--- config.mk ---
export PLATFORM = sky130hd
export DESIGN_NAME = backemf_position_servo
export DESIGN_NICKNAME = d
export VERILOG_FILES = /design/src/rtl/bps_pkg.sv /design/src/rtl/bps_drive_calc.sv /design/src/rtl/backemf_position_servo.sv
export VERILOG_INCLUDE_DIRS = /design/src /design/src/rtl
export SDC_FILE = /design/constraint.sdc
export NUM_CORES = 1
export LEC_CHECK = 0
export BUFFER_PORTS_ARGS = -buffer_cell sky130_fd_sc_hd__buf_2
export CAP_MARGIN = 20
export CORE_MARGIN = 2
export CORE_UTILIZATION = 65
export DETAILED_ROUTE_END_ITERATION = 8
export PLACE_DENSITY_LB_ADDON = 0.2
export SYNTH_ARGS = -nofsm -noshare
export SYNTH_HDL_FRONTEND = slang
export SYNTH_HIERARCHICAL = 1
export SYNTH_SLANG_ARGS = --single-unit
export TNS_END_PERCENT = 50
--- constraint.sdc ---
create_clock -name i_clk -period 23.2 [get_ports i_clk]
set_input_delay 1.16 -clock i_clk [delete_from_list [all_inputs] [get_ports i_clk]]
set_output_delay 1.16 -clock i_clk [all_outputs]
set_load 0.02 [all_outputs]
--- src/rtl/assert_macros.svh ---
// Assertion helpers shared by the RTL files that carry checks.
// Each macro samples on i_clk and is disabled while i_rst_n is low.
`ifndef ASSERT_MACROS_SVH
`define ASSERT_MACROS_SVH

// Consequent must hold in the same cycle as the antecedent.
`define CHK_SAME(lbl, ante, cons, msg) \
    lbl: assert property (@(posedge i_clk) disable iff (!i_rst_n) (ante) |-> (cons)) \
        else $error(msg);

// Consequent must hold in the cycle after the antecedent.
`define CHK_NEXT(lbl, ante, cons, msg) \
    lbl: assert property (@(posedge i_clk) disable iff (!i_rst_n) (ante) |=> (cons)) \
        else $error(msg);

`endif

--- src/rtl/bps_pkg.sv ---
`default_nettype none

package bps_pkg;

    // Event codes carried on the action field.
    localparam logic [1:0] ACT_SAMPLE = 2'd0;
    localparam logic [1:0] ACT_OPEN   = 2'd1;
    localparam logic [1:0] ACT_CLOSE  = 2'd2;

    // Converter channels.
    localparam logic [1:0] CH_CONTROL   = 2'd0;
    localparam logic [1:0] CH_REFERENCE = 2'd1;
    localparam logic [1:0] CH_BEMF      = 2'd2;

    // Configuration register indexes.
    localparam logic [2:0] REG_SPIKE_THRESHOLD  = 3'd0;
    localparam logic [2:0] REG_CREEP_CORRECTION = 3'd1;
    localparam logic [2:0] REG_CONTROL_CENTER   = 3'd2;
    localparam logic [2:0] REG_VELOCITY_LIMIT   = 3'd3;
    localparam logic [2:0] REG_DRIVE_LIMIT      = 3'd4;

    // Configuration reset values.
    localparam logic [9:0]        RST_SPIKE_THRESHOLD  = 10'd20;
    localparam logic signed [6:0] RST_CREEP_CORRECTION = 7'sd5;
    localparam logic [9:0]        RST_CONTROL_CENTER   = 10'd512;
    localparam logic [9:0]        RST_VELOCITY_LIMIT   = 10'd511;
    localparam logic [7:0]        RST_DRIVE_LIMIT      = 8'd51;

    // Peak detector start value for the low peak.
    localparam logic [9:0] PEAK_MAX = 10'd1023;

    // Division by six: multiply by ceil(2^18 / 6) and keep the top bits.
    // Exact for magnitudes up to 2^15.
    localparam logic [16:0] RECIP_6     = 17'd43691;
    localparam int          RECIP_SHIFT = 18;

    // Operands of the drive computation.
    typedef struct packed {
        logic [9:0]         control_reading;
        logic [9:0]         control_center;
        logic [15:0]        position;
        logic signed [10:0] velocity;
        logic [9:0]         velocity_limit;
        logic [7:0]         drive_limit;
    } t_drive_in;

    // Directional duty levels.
    typedef struct packed {
        logic [7:0] cw;
        logic [7:0] ccw;
    } t_drive_out;

endpackage

`default_nettype wire

--- src/rtl/bps_drive_calc.sv ---
`default_nettype none

module bps_drive_calc
    import bps_pkg::*;
(
    input  var t_drive_in  i_op,
    output var t_drive_out o_drive
);

    logic signed [10:0] ctrl_diff;
    logic [15:0]        pos_err;
    logic [15:0]        err_mag;
    logic [32:0]        prod;
    logic [14:0]        quot;
    logic [10:0]        vset_mag;
    logic signed [11:0] vset;
    logic signed [12:0] vel_diff;
    logic signed [14:0] drive_raw;
    logic [13:0]        drive_mag;
    logic [13:0]        drive_sat;

    // Position error, wrapped to 16 bits like the position itself.
    assign ctrl_diff = $signed({1'b0, i_op.control_reading})
                     - $signed({1'b0, i_op.control_center});
    assign pos_err   = {ctrl_diff, 5'b00000} - i_op.position;

    // Truncating division by six on the magnitude.
    assign err_mag = pos_err[15] ? (16'd0 - pos_err) : pos_err;
    assign prod    = {17'd0, err_mag} * {16'd0, RECIP_6};
    assign quot    = prod[32:RECIP_SHIFT];

    // Symmetric clamp of the velocity setpoint, applied to the magnitude.
    always_comb begin
        if (quot > {5'd0, i_op.velocity_limit}) begin
            vset_mag = {1'b0, i_op.velocity_limit};
        end else begin
            vset_mag = quot[10:0];
        end
        vset = pos_err[15] ? -$signed({1'b0, vset_mag}) : $signed({1'b0, vset_mag});
    end

    // Velocity loop gain of four, then clamp and split by direction.
    assign vel_diff  = {vset[11], vset} - {{2{i_op.velocity[10]}}, i_op.velocity};
    assign drive_raw = {vel_diff, 2'b00};
    assign drive_mag = drive_raw[14] ? 14'(-drive_raw) : drive_raw[13:0];
    assign drive_sat = (drive_mag > {6'd0, i_op.drive_limit}) ?
                       {6'd0, i_op.drive_limit} : drive_mag;

    always_comb begin
        if (!drive_raw[14] && (drive_raw != 15'sd0)) begin
            o_drive.cw  = drive_sat[7:0];
            o_drive.ccw = 8'd0;
        end else begin
            o_drive.cw  = 8'd0;
            o_drive.ccw = drive_sat[7:0];
        end
    end

endmodule

`default_nettype wire

--- src/rtl/backemf_position_servo.sv ---
`default_nettype none
// A transaction accepted into the input register moves on to the result register,
// which drives o_valid and holds the result until it is taken.
// Throughput: one transaction per cycle unless i_ready holds the result; the input register
// and the result register let a new item enter while the previous result is still waiting downstream.
// Reset: synchronous, active low; clears all servo state, the handshake valids,
// and loads the configuration registers with their defaults.

module backemf_position_servo
    import bps_pkg::*;
(
    input  var logic       i_clk,
    input  var logic       i_rst_n,
    // Event channel
    input  var logic       i_valid,
    output var logic       o_ready,
    input  var logic [1:0] i_action,
    input  var logic [1:0] i_channel,
    input  var logic [9:0] i_sample,
    // Result channel
    output var logic       o_valid,
    input  var logic       i_ready,
    output var logic [1:0] o_next_channel,
    output var logic [7:0] o_drive_cw,
    output var logic [7:0] o_drive_ccw,
    output var logic       o_drive_updated,
    output var logic       o_window_rejected,
    // Configuration write port
    input  var logic       i_cfg_we,
    input  var logic [2:0] i_cfg_addr,
    input  var logic [9:0] i_cfg_wdata
);

    // Configuration registers
    logic [9:0]        r_spike_threshold;
    logic signed [6:0] r_creep_correction;
    logic [9:0]        r_control_center;
    logic [9:0]        r_velocity_limit;
    logic [7:0]        r_drive_limit;

    // Input register
    logic       r_in_vld;
    logic [1:0] r_action;
    logic [1:0] r_channel;
    logic [9:0] r_sample;

    // Servo state
    logic [9:0]         r_control, n_control;
    logic [9:0]         r_reference, n_reference;
    logic [9:0]         r_peak_high, n_peak_high;
    logic [9:0]         r_peak_low, n_peak_low;
    logic               r_window_open, n_window_open;
    logic signed [10:0] r_velocity, n_velocity;
    logic [15:0]        r_position, n_position;
    logic [1:0]         r_cur_chan, n_cur_chan;
    logic [7:0]         r_drive_cw, n_drive_cw;
    logic [7:0]         r_drive_ccw, n_drive_ccw;

    // Result register
    logic r_out_vld;
    logic r_updated, n_updated;
    logic r_rejected, n_rejected;

    logic               fire;
    logic signed [10:0] spread;
    logic [10:0]        peak_sum;
    logic signed [11:0] vel_new;
    logic signed [11:0] step;
    t_drive_in          drive_op;
    t_drive_out         drive_res;

    // The item in the input register moves to the result register when that is free.
    assign fire    = r_in_vld && (!r_out_vld || i_ready);
    assign o_ready = !r_in_vld || fire;

    // Configuration writes.
    always_ff @(posedge i_clk) begin
        if (!i_rst_n) begin
            r_spike_threshold  <= RST_SPIKE_THRESHOLD;
            r_creep_correction <= RST_CREEP_CORRECTION;
            r_control_center   <= RST_CONTROL_CENTER;
            r_velocity_limit   <= RST_VELOCITY_LIMIT;
            r_drive_limit      <= RST_DRIVE_LIMIT;
        end else if (i_cfg_we) begin
            case (i_cfg_addr)
                REG_SPIKE_THRESHOLD:  r_spike_threshold  <= i_cfg_wdata;
                REG_CREEP_CORRECTION: r_creep_correction <= i_cfg_wdata[6:0];
                REG_CONTROL_CENTER:   r_control_center   <= i_cfg_wdata;
                REG_VELOCITY_LIMIT:   r_velocity_limit   <= i_cfg_wdata;
                REG_DRIVE_LIMIT:      r_drive_limit      <= i_cfg_wdata[7:0];
                default: ;
            endcase
        end
    end

    // Input register: valid is control, the payload needs no reset.
    always_ff @(posedge i_clk) begin
        if (!i_rst_n) begin
            r_in_vld <= 1'b0;
        end else if (o_ready) begin
            r_in_vld <= i_valid;
        end
    end

    always_ff @(posedge i_clk) begin
        if (i_valid && o_ready) begin
            r_action  <= i_action;
            r_channel <= i_channel;
            r_sample  <= i_sample;
        end
    end

    // Window measurements used at window close.
    assign spread   = $signed({1'b0, r_peak_high}) - $signed({1'b0, r_peak_low});
    assign peak_sum = {1'b0, r_peak_high} + {1'b0, r_peak_low};
    assign vel_new  = $signed({2'b00, peak_sum[10:1]}) - $signed({2'b00, r_reference});

    // Position integration increment.
    assign step = {r_velocity[10], r_velocity}
                - {{5{r_creep_correction[6]}}, r_creep_correction};

    // Drive computation sees the velocity of this step.
    assign drive_op = '{
        control_reading: r_control,
        control_center:  r_control_center,
        position:        r_position,
        velocity:        vel_new[10:0],
        velocity_limit:  r_velocity_limit,
        drive_limit:     r_drive_limit
    };

    bps_drive_calc u_drive_calc (
        .i_op    (drive_op),
        .o_drive (drive_res)
    );

    // Next-state logic for one event.
    always_comb begin
        n_control     = r_control;
        n_reference   = r_reference;
        n_peak_high   = r_peak_high;
        n_peak_low    = r_peak_low;
        n_window_open = r_window_open;
        n_velocity    = r_velocity;
        n_position    = r_position;
        n_cur_chan    = r_cur_chan;
        n_drive_cw    = r_drive_cw;
        n_drive_ccw   = r_drive_ccw;
        n_updated     = 1'b0;
        n_rejected    = 1'b0;
        case (r_action)
            ACT_SAMPLE: begin
                case (r_channel)
                    CH_CONTROL: begin
                        n_control = r_sample;
                        if (r_window_open) begin
                            n_cur_chan = CH_REFERENCE;
                        end
                    end
                    CH_REFERENCE: begin
                        n_reference = r_sample;
                        n_cur_chan  = CH_BEMF;
                        n_peak_low  = PEAK_MAX;
                        n_peak_high = 10'd0;
                    end
                    CH_BEMF: begin
                        if (r_sample < r_peak_low) begin
                            n_peak_low = r_sample;
                        end else if (r_sample > r_peak_high) begin
                            n_peak_high = r_sample;
                        end
                        if (!r_window_open) begin
                            n_cur_chan = CH_CONTROL;
                        end
                    end
                    default: ;
                endcase
            end
            ACT_OPEN: begin
                n_window_open = 1'b1;
                n_position    = r_position + {{4{step[11]}}, step};
            end
            ACT_CLOSE: begin
                n_window_open = 1'b0;
                if (spread > $signed({1'b0, r_spike_threshold})) begin
                    n_rejected = 1'b1;
                end else begin
                    n_velocity  = vel_new[10:0];
                    n_drive_cw  = drive_res.cw;
                    n_drive_ccw = drive_res.ccw;
                    n_updated   = 1'b1;
                end
            end
            default: ;
        endcase
    end

    // State and result update; state only changes when the result register is free,
    // so the held levels double as the stalled result payload.
    always_ff @(posedge i_clk) begin
        if (!i_rst_n) begin
            r_control     <= 10'd0;
            r_reference   <= 10'd0;
            r_peak_high   <= 10'd0;
            r_peak_low    <= 10'd0;
            r_window_open <= 1'b0;
            r_velocity    <= 11'sd0;
            r_position    <= 16'd0;
            r_cur_chan    <= CH_CONTROL;
            r_drive_cw    <= 8'd0;
            r_drive_ccw   <= 8'd0;
            r_updated     <= 1'b0;
            r_rejected    <= 1'b0;
        end else if (fire) begin
            r_control     <= n_control;
            r_reference   <= n_reference;
            r_peak_high   <= n_peak_high;
            r_peak_low    <= n_peak_low;
            r_window_open <= n_window_open;
            r_velocity    <= n_velocity;
            r_position    <= n_position;
            r_cur_chan    <= n_cur_chan;
            r_drive_cw    <= n_drive_cw;
            r_drive_ccw   <= n_drive_ccw;
            r_updated     <= n_updated;
            r_rejected    <= n_rejected;
        end
    end

    // Result valid.
    always_ff @(posedge i_clk) begin
        if (!i_rst_n) begin
            r_out_vld <= 1'b0;
        end else if (fire) begin
            r_out_vld <= 1'b1;
        end else if (i_ready) begin
            r_out_vld <= 1'b0;
        end
    end

    assign o_valid           = r_out_vld;
    assign o_next_channel    = r_cur_chan;
    assign o_drive_cw        = r_drive_cw;
    assign o_drive_ccw       = r_drive_ccw;
    assign o_drive_updated   = r_updated;
    assign o_window_rejected = r_rejected;

    // Checks on the servo logic.
    `include "assert_macros.svh"

    `CHK_SAME(a_one_direction, o_valid,
              (o_drive_cw == 8'd0) || (o_drive_ccw == 8'd0),
              "drive on both directions")
    `CHK_SAME(a_flags_exclusive, o_valid,
              !(o_drive_updated && o_window_rejected),
              "update and reject together")
    `CHK_NEXT(a_close_shuts_window, fire && (r_action == ACT_CLOSE),
              !r_window_open && o_valid,
              "window still open after close")
    `CHK_NEXT(a_drive_held, !fire,
              $stable(r_drive_cw) && $stable(r_drive_ccw),
              "drive changed without an event")

endmodule

`default_nettype wire
==> impl_metrics.py, run 1 <==
metrics = {
    "status": {
        "status": "complete, no violations",
    },
    "synthesis": {
        "synthTopCellsByCount": "inv_1, ha_1, nand2_1",
        "syn-num-nets": 2527,
        "synth_warnings": 6,
        "avgSynthCellArea_um2": 8.13,
        "yosys.cell_types.count": 93,
        "yosysMostFrequentCell": "inv_1",
        "async_flop_share_pct": 0,
        "ys_seq_area_share_pct": 18.0,
        "synthCells": 2137,
        "synth_top_cell_area_share_pct": 19.4,
        "synth-edff-count": 14,
        "synth_area_leaders": "ha_1, dfxtp_1, fa_1",
        "synthesis.area_um2": 17400,
        "ys_seq_elements": 149,
        "yosys.area.top_type": "ha_1",
        "synth_ff_type": "dfxtp_1",
    },
    "sta": {
        "finalCritPeriodShare_pct": 82.4,
        "hold_viol": 0,
        "relSlewSlack_pct": 28.3,
        "setup_violations": 0,
        "period_minus_slack_ns": 19.12,
        "clock-skew-final_ns": 0.0161,
        "fmax_ghz": 0.0523,
        "rsz0062_at_grt": "false",
        "slew_viol_final": 0,
        "tightest_slew_ns": 1.07,
        "fin_tns_setup_ns": 0,
    },
    "cts": {
        "cts_max_level": 4,
        "cts_buffers": 17,
        "tritoncts": "yes",
        "cts-root-buf": "clkbuf_16",
        "clk_path_buf_depth": 2,
        "cts_hold_buf": 0,
        "post_cts_buffers": 0,
        "post_cts_resized": 0,
        "clock_sinks": 149,
        "clock_latency_ns": 0.44,
        "cts.clk_slew.worst_paths_ns": 0.08,
    },
    "worst_setup_path": {
        "worst_setup_path_start_kind": "flip-flop",
        "crit_slowest_cell": "nor3_2",
        "critPathKind": "reg -> reg",
        "critPathMaxStageDelay_ns": 0.85,
        "crit_path_frequent_cell": "a21oi_1",
        "regToRegSetupSlack_ns": 4.08,
        "r2r_start": "r_control_center[1]$_SDFFE_PN0P_",
        "reg2regPathDepth": 76,
        "timing.critical_path.from": "r_control_center[1]$_SDFFE_PN0P_",
        "cp_max_fo": 15,
        "worstReg2RegEnd": "o_drive_cw[3]$_SDFFE_PN0P_",
        "crit_path_end_kind": "flip-flop",
        "worstPathRequired_ns": 23.57,
        "cp.arrival_ns": 19.49,
    },
    "floorplan": {
        "pin_count": 54,
        "die_h_um": 168,
        "die_w_um": 168,
        "core_um2": 26100,
        "dieArea_um2": 28100,
        "start_util_pct": 66.5,
        "rows": 59,
    },
    "placement": {
        "hpwl_mm": 36.5,
        "gp_congestion": 0.986,
        "port_buffers": 53,
    },
    "detailed_routing": {
        "wl_mm": 45.3,
        "wl_per_cell_um": 18.1,
        "ant_nets": 0,
        "num_vias": 15200,
        "vias_per_cell": 6.07,
        "drc": 0,
        "drt-initial-drc-count": 1113,
        "first_pass_iters": 5,
    },
    "global_route": {
        "grt_usage_pct": 32.8,
        "grt_pass1_vias": 15200,
        "antenna_found_initial": 0,
        "grt_pass1_wl_mm": 74.6,
        "grt_max_degree": 93,
        "grt-ovfl-total": 0,
    },
    "finish": {
        "drive_gt1_share_pct": 6.44,
        "finish.utilization_pct": 70.8,
        "syn_to_final_growth_pct": 6.44,
        "fin_nets": 2551,
        "antenna_cells": 0,
    },
    "min_path": {
        "hold_depth": 2,
        "hold_path.class": "reg -> reg",
        "min_from": "r_control_center[7]$_SDFFE_PN0P_",
        "worstHoldEndpoint": "r_control_center[7]$_SDFFE_PN0P_",
    },
    "run": {
        "drv_cap": 0,
    },
}
## how the worst max path moves through the flow
stage,end,depth (start not counted)
after floorplan,o_drive_ccw[3]$_SDFFE_PN0P_,80
after global placement,o_drive_cw[3]$_SDFFE_PN0P_,78
after detailed placement,o_drive_cw[3]$_SDFFE_PN0P_,76
after CTS,o_drive_cw[3]$_SDFFE_PN0P_,76
after global routing,o_drive_cw[3]$_SDFFE_PN0P_,78
final,o_drive_cw[3]$_SDFFE_PN0P_,76
## area by class of cell
cell class              instances  area, um^2
well taps                     335         419
clock inverters                15         196
inverters                     322        1210
multi-input cells            1612       12800
repair buffers                 59         310
clock buffers                  17         425
flip-flops and latches        149        3120
fillers                      2143        7630
## cell families (layout without fill, tap and decap cells)
kind of cell	count (synthesis)	count (layout)	share of synthesized area, %
compound gates	472	472	18.2
simple gates	623	623	17.4
buf+inv	376	413	8.36
flops	149	149	18.0
mux	56	56	3.23
fa+ha+maj	358	358	29.6
xor+xnor	103	103	5.27
## worst max-delay path: cells and delay by family (launching register included)
kind,cells,cell delay (ns)
buffers and inverters,7,0.77
AOI/OAI and AO/OA,31,7.11
DFF,1,0.38
adders and majority gates,13,5.26
xor gates and xnor gates,4,1.39
and+or+nand+nor,17,3.17
muxes,4,0.97
## flip-flops by register name (all words and copies together) (netlist names)
register / cells
r_channel: 2
r_spike_threshold: 10
r_control_center: 10
r_velocity_limit: 10
r_in_vld: 1
r_sample: 10
o_valid: 1
o_window_rejected: 1
r_drive_limit: 8
o_drive_ccw: 8
o_next_channel: 2
r_velocity: 11
r_position: 16
r_reference: 10
o_drive_updated: 1
r_peak_low: 10
r_peak_high: 10
r_window_open: 1
r_creep_correction: 7
o_drive_cw: 8
r_action: 2
r_control: 10
## layer usage
metal,global-route usage (%),wire length (um)
met5,0,0
met4,17.6,2600
met3,3.29,2030
met2,58.6,22000
met1,39.0,18700
## per-stage QoR
step	instances	hold slack, ns	cell area [um^2]	setup slack [ns]
finish	2509	0.456	18500	4.08
global route	2509	0.469	18500	2.53
CTS	2509	0.456	18500	4.34
detailed placement	2477	0.447	17900	4.40
global placement	2477	0.444	17900	5.13
floorplan	2137	0.436	17400	6.95
## placed cells by master, fill, tap and decap left out, types with 17 or more instances in the layout
cell type    n
buf_2       53
a31oi_1     20
a21o_1      38
ha_1       269
o21bai_1    18
clkbuf_16   17
dfxtp_1    135
nand2_1    209
o21ai_0     62
nand2b_1    28
nand3_1     70
and3_1      20
nor2_1     119
inv_1      321
o31ai_1     17
nor3_1      49
fa_1        89
mux2i_1     55
xnor2_1     64
nor2b_1     25
xor2_1      38
a21oi_1    167
Power of run 1 is left out: the tool's default activity adds up to more than one toggle a clock period on the data nets, which glitch-free logic cannot reach.
==> inputs of run 2 (changes only) <==
Settings changed: ABC_AREA set to 1.
Clock period 23.2 ns to 19.3 ns, I/O delays scaled along.
==> impl_metrics.py, run 2 <==
metrics = {
    "status": {
        "status": "complete, no violations",
    },
    "floorplan": {
        "pin_count": 54,
        "start_util_pct": 65.8,
        "die_w_um": 166,
        "core_um2": 25900,
        "die_h_um": 166,
        "rows": 59,
        "dieArea_um2": 27500,
    },
    "cts": {
        "cts_buffers": 17,
        "cts_max_level": 4,
        "cts_hold_buf": 0,
        "clk_path_buf_depth": 2,
        "cts-root-buf": "clkbuf_16",
        "post_cts_resized": 0,
        "clock_latency_ns": 0.44,
        "cts.clk_slew.worst_paths_ns": 0.06,
        "tritoncts": "yes",
        "clock_sinks": 149,
        "post_cts_buffers": 0,
    },
    "detailed_routing": {
        "drc": 0,
        "vias_per_cell": 5.59,
        "wl_per_cell_um": 16.1,
        "first_pass_iters": 6,
        "ant_nets": 0,
        "num_vias": 15300,
        "drt-initial-drc-count": 1148,
        "wl_mm": 44.2,
    },
    "finish": {
        "fin_nets": 2783,
        "top_register": "r_position",
        "syn_to_final_growth_pct": 6.31,
        "largest_register_ff_count": 16,
        "drive_gt1_share_pct": 6.73,
        "reg_top3": "r_position (16), r_velocity (11)",
        "final_common_cell": "inv_1",
        "antenna_cells": 0,
        "layout_common_cells": "inv_1, nand2_1, ha_1",
        "final.fill_count": 2229,
        "instances_no_fill": 2741,
    },
    "sta": {
        "fin_tns_setup_ns": 0,
        "period_minus_slack_ns": 16.28,
        "slew_viol_final": 0,
        "clock-skew-final_ns": 0.0258,
        "hold_viol": 0,
        "tightest_slew_ns": 1.02,
        "relSlewSlack_pct": 31.3,
        "finalCritPeriodShare_pct": 84.3,
        "whs_ns": 0.461,
        "setup_violations": 0,
        "rsz0062_at_grt": "false",
        "fmax_ghz": 0.0614,
    },
    "synthesis": {
        "synth_top_cell_area_share_pct": 19.8,
        "synth_ff_type": "dfxtp_1",
        "avgSynthCellArea_um2": 7.21,
        "synthTopCellsByCount": "inv_1, nand2_1, ha_1",
        "synth_warnings": 6,
        "async_flop_share_pct": 0,
        "synthesis.area_um2": 17000,
        "yosysMostFrequentCell": "inv_1",
        "synthCells": 2365,
        "synth-edff-count": 14,
        "synth_area_leaders": "ha_1, dfxtp_1, fa_1",
        "ys_seq_elements": 149,
        "syn-num-nets": 2755,
        "yosys.cell_types.count": 52,
        "ys_seq_area_share_pct": 18.3,
        "yosys.area.top_type": "ha_1",
    },
    "placement": {
        "gp_congestion": 1.03,
        "dp.cells": 2709,
        "port_buffers": 53,
        "hpwl_mm": 35.7,
    },
    "global_route": {
        "grt_pass1_vias": 15300,
        "antenna_found_initial": 0,
        "grt_usage_pct": 32.6,
        "grt-ovfl-total": 0,
        "grt_max_degree": 57,
        "grt_pass1_wl_mm": 73.7,
    },
    "worst_setup_path": {
        "critPathKind": "reg -> reg",
        "worstPathRequired_ns": 19.61,
        "crit_path_end_kind": "flip-flop",
        "crit_slowest_cell": "o21ai_0",
        "cp.arrival_ns": 16.59,
        "crit_path_frequent_cell": "nand2_1",
        "worst_setup_path_start_kind": "flip-flop",
        "critPathMaxStageDelay_ns": 0.65,
        "cp_max_fo": 20,
    },
    "min_path": {
        "hold_path.class": "reg -> reg",
    },
    "run": {
        "drv_cap": 0,
    },
}
## run 2: cell types whose count changed in the layout (fill, tap and decap cells not counted), sizes merged, moves of 28 or more
cell and delta:
xor2 +38, mux2i -55, a21o -33, nor2 +92, xnor2 -36, nand2 +244
nand2b -28, o21ai +42, inv +147, nand3 +37
## run 2: per-stage QoR
step / util [%] / instance area (um^2) / worst slack [ns]
floorplan: - / 17000 / 5.65
global placement: 67.7 / 17500 / 4.01
detailed placement: 67.7 / 17500 / 3.35
CTS: 69.9 / 18100 / 3.26
global route: 69.9 / 18100 / 1.84
finish: 69.9 / 18100 / 3.02
## run 2: worst paths after layout
check                                         from                                to  slack, ns  cells after the start
setup / recovery  r_control_center[2]$_SDFFE_PN0P_        o_drive_cw[3]$_SDFFE_PN0P_       3.02                     84
setup reg to reg  r_control_center[2]$_SDFFE_PN0P_        o_drive_cw[3]$_SDFFE_PN0P_       3.02                     84
hold / removal    r_velocity_limit[4]$_SDFFE_PN1P_  r_velocity_limit[4]$_SDFFE_PN1P_       0.46                      2
hold reg to reg   r_velocity_limit[4]$_SDFFE_PN1P_  r_velocity_limit[4]$_SDFFE_PN1P_       0.46                      2
## run 2: worst max-delay path, delay by kind of cell, from the launching register on
| kind | cells | cell delay [ns] |
|---|---|---|
| simple gates | 33 | 3.53 |
| compound gates | 26 | 5.40 |
| buf+inv | 10 | 1.10 |
| xor+xnor | 2 | 0.44 |
| fa+ha+maj | 13 | 5.33 |
| flops | 1 | 0.33 |
## run 2: final cells by class
class / count / area (um^2) / share of cell area [%]
Multi-Input combinational cell: 1698 / 11900 / 66.0
Clock buffer: 18 / 429 / 2.37
Tap cell: 335 / 419 / 2.31
Clock inverter: 14 / 138 / 0.760
Timing Repair Buffer: 57 / 295 / 1.63
Inverter: 470 / 1760 / 9.74
Sequential cell: 149 / 3120 / 17.2
## run 2: kinds of logic (layout without fill, tap and decap cells)
kind of cell             count (synthesis)  count (layout)  synth area share [%]
AO/OA/AOI/OAI                          374             374                  12.5
AND/OR/NAND/NOR                        862             862                  22.0
XOR/XNOR                               104             104                  5.35
adder cells (fa/ha/maj)                358             358                  30.2
buffers and inverters                  518             559                  11.6
flip-flops                             149             149                  18.3
## run 2: routing by layer
layer | share of wire, % | track usage (%) | vias to the layer above
li1 | - | - | 7609
met4 | 3.7 | 12.6 | 0
met1 | 43 | 41.0 | 7083
met2 | 48 | 57.0 | 521
met3 | 5.7 | 4.27 | 116
met5 | 0 | 0 | -
Power of run 2 is left out for the same reason.
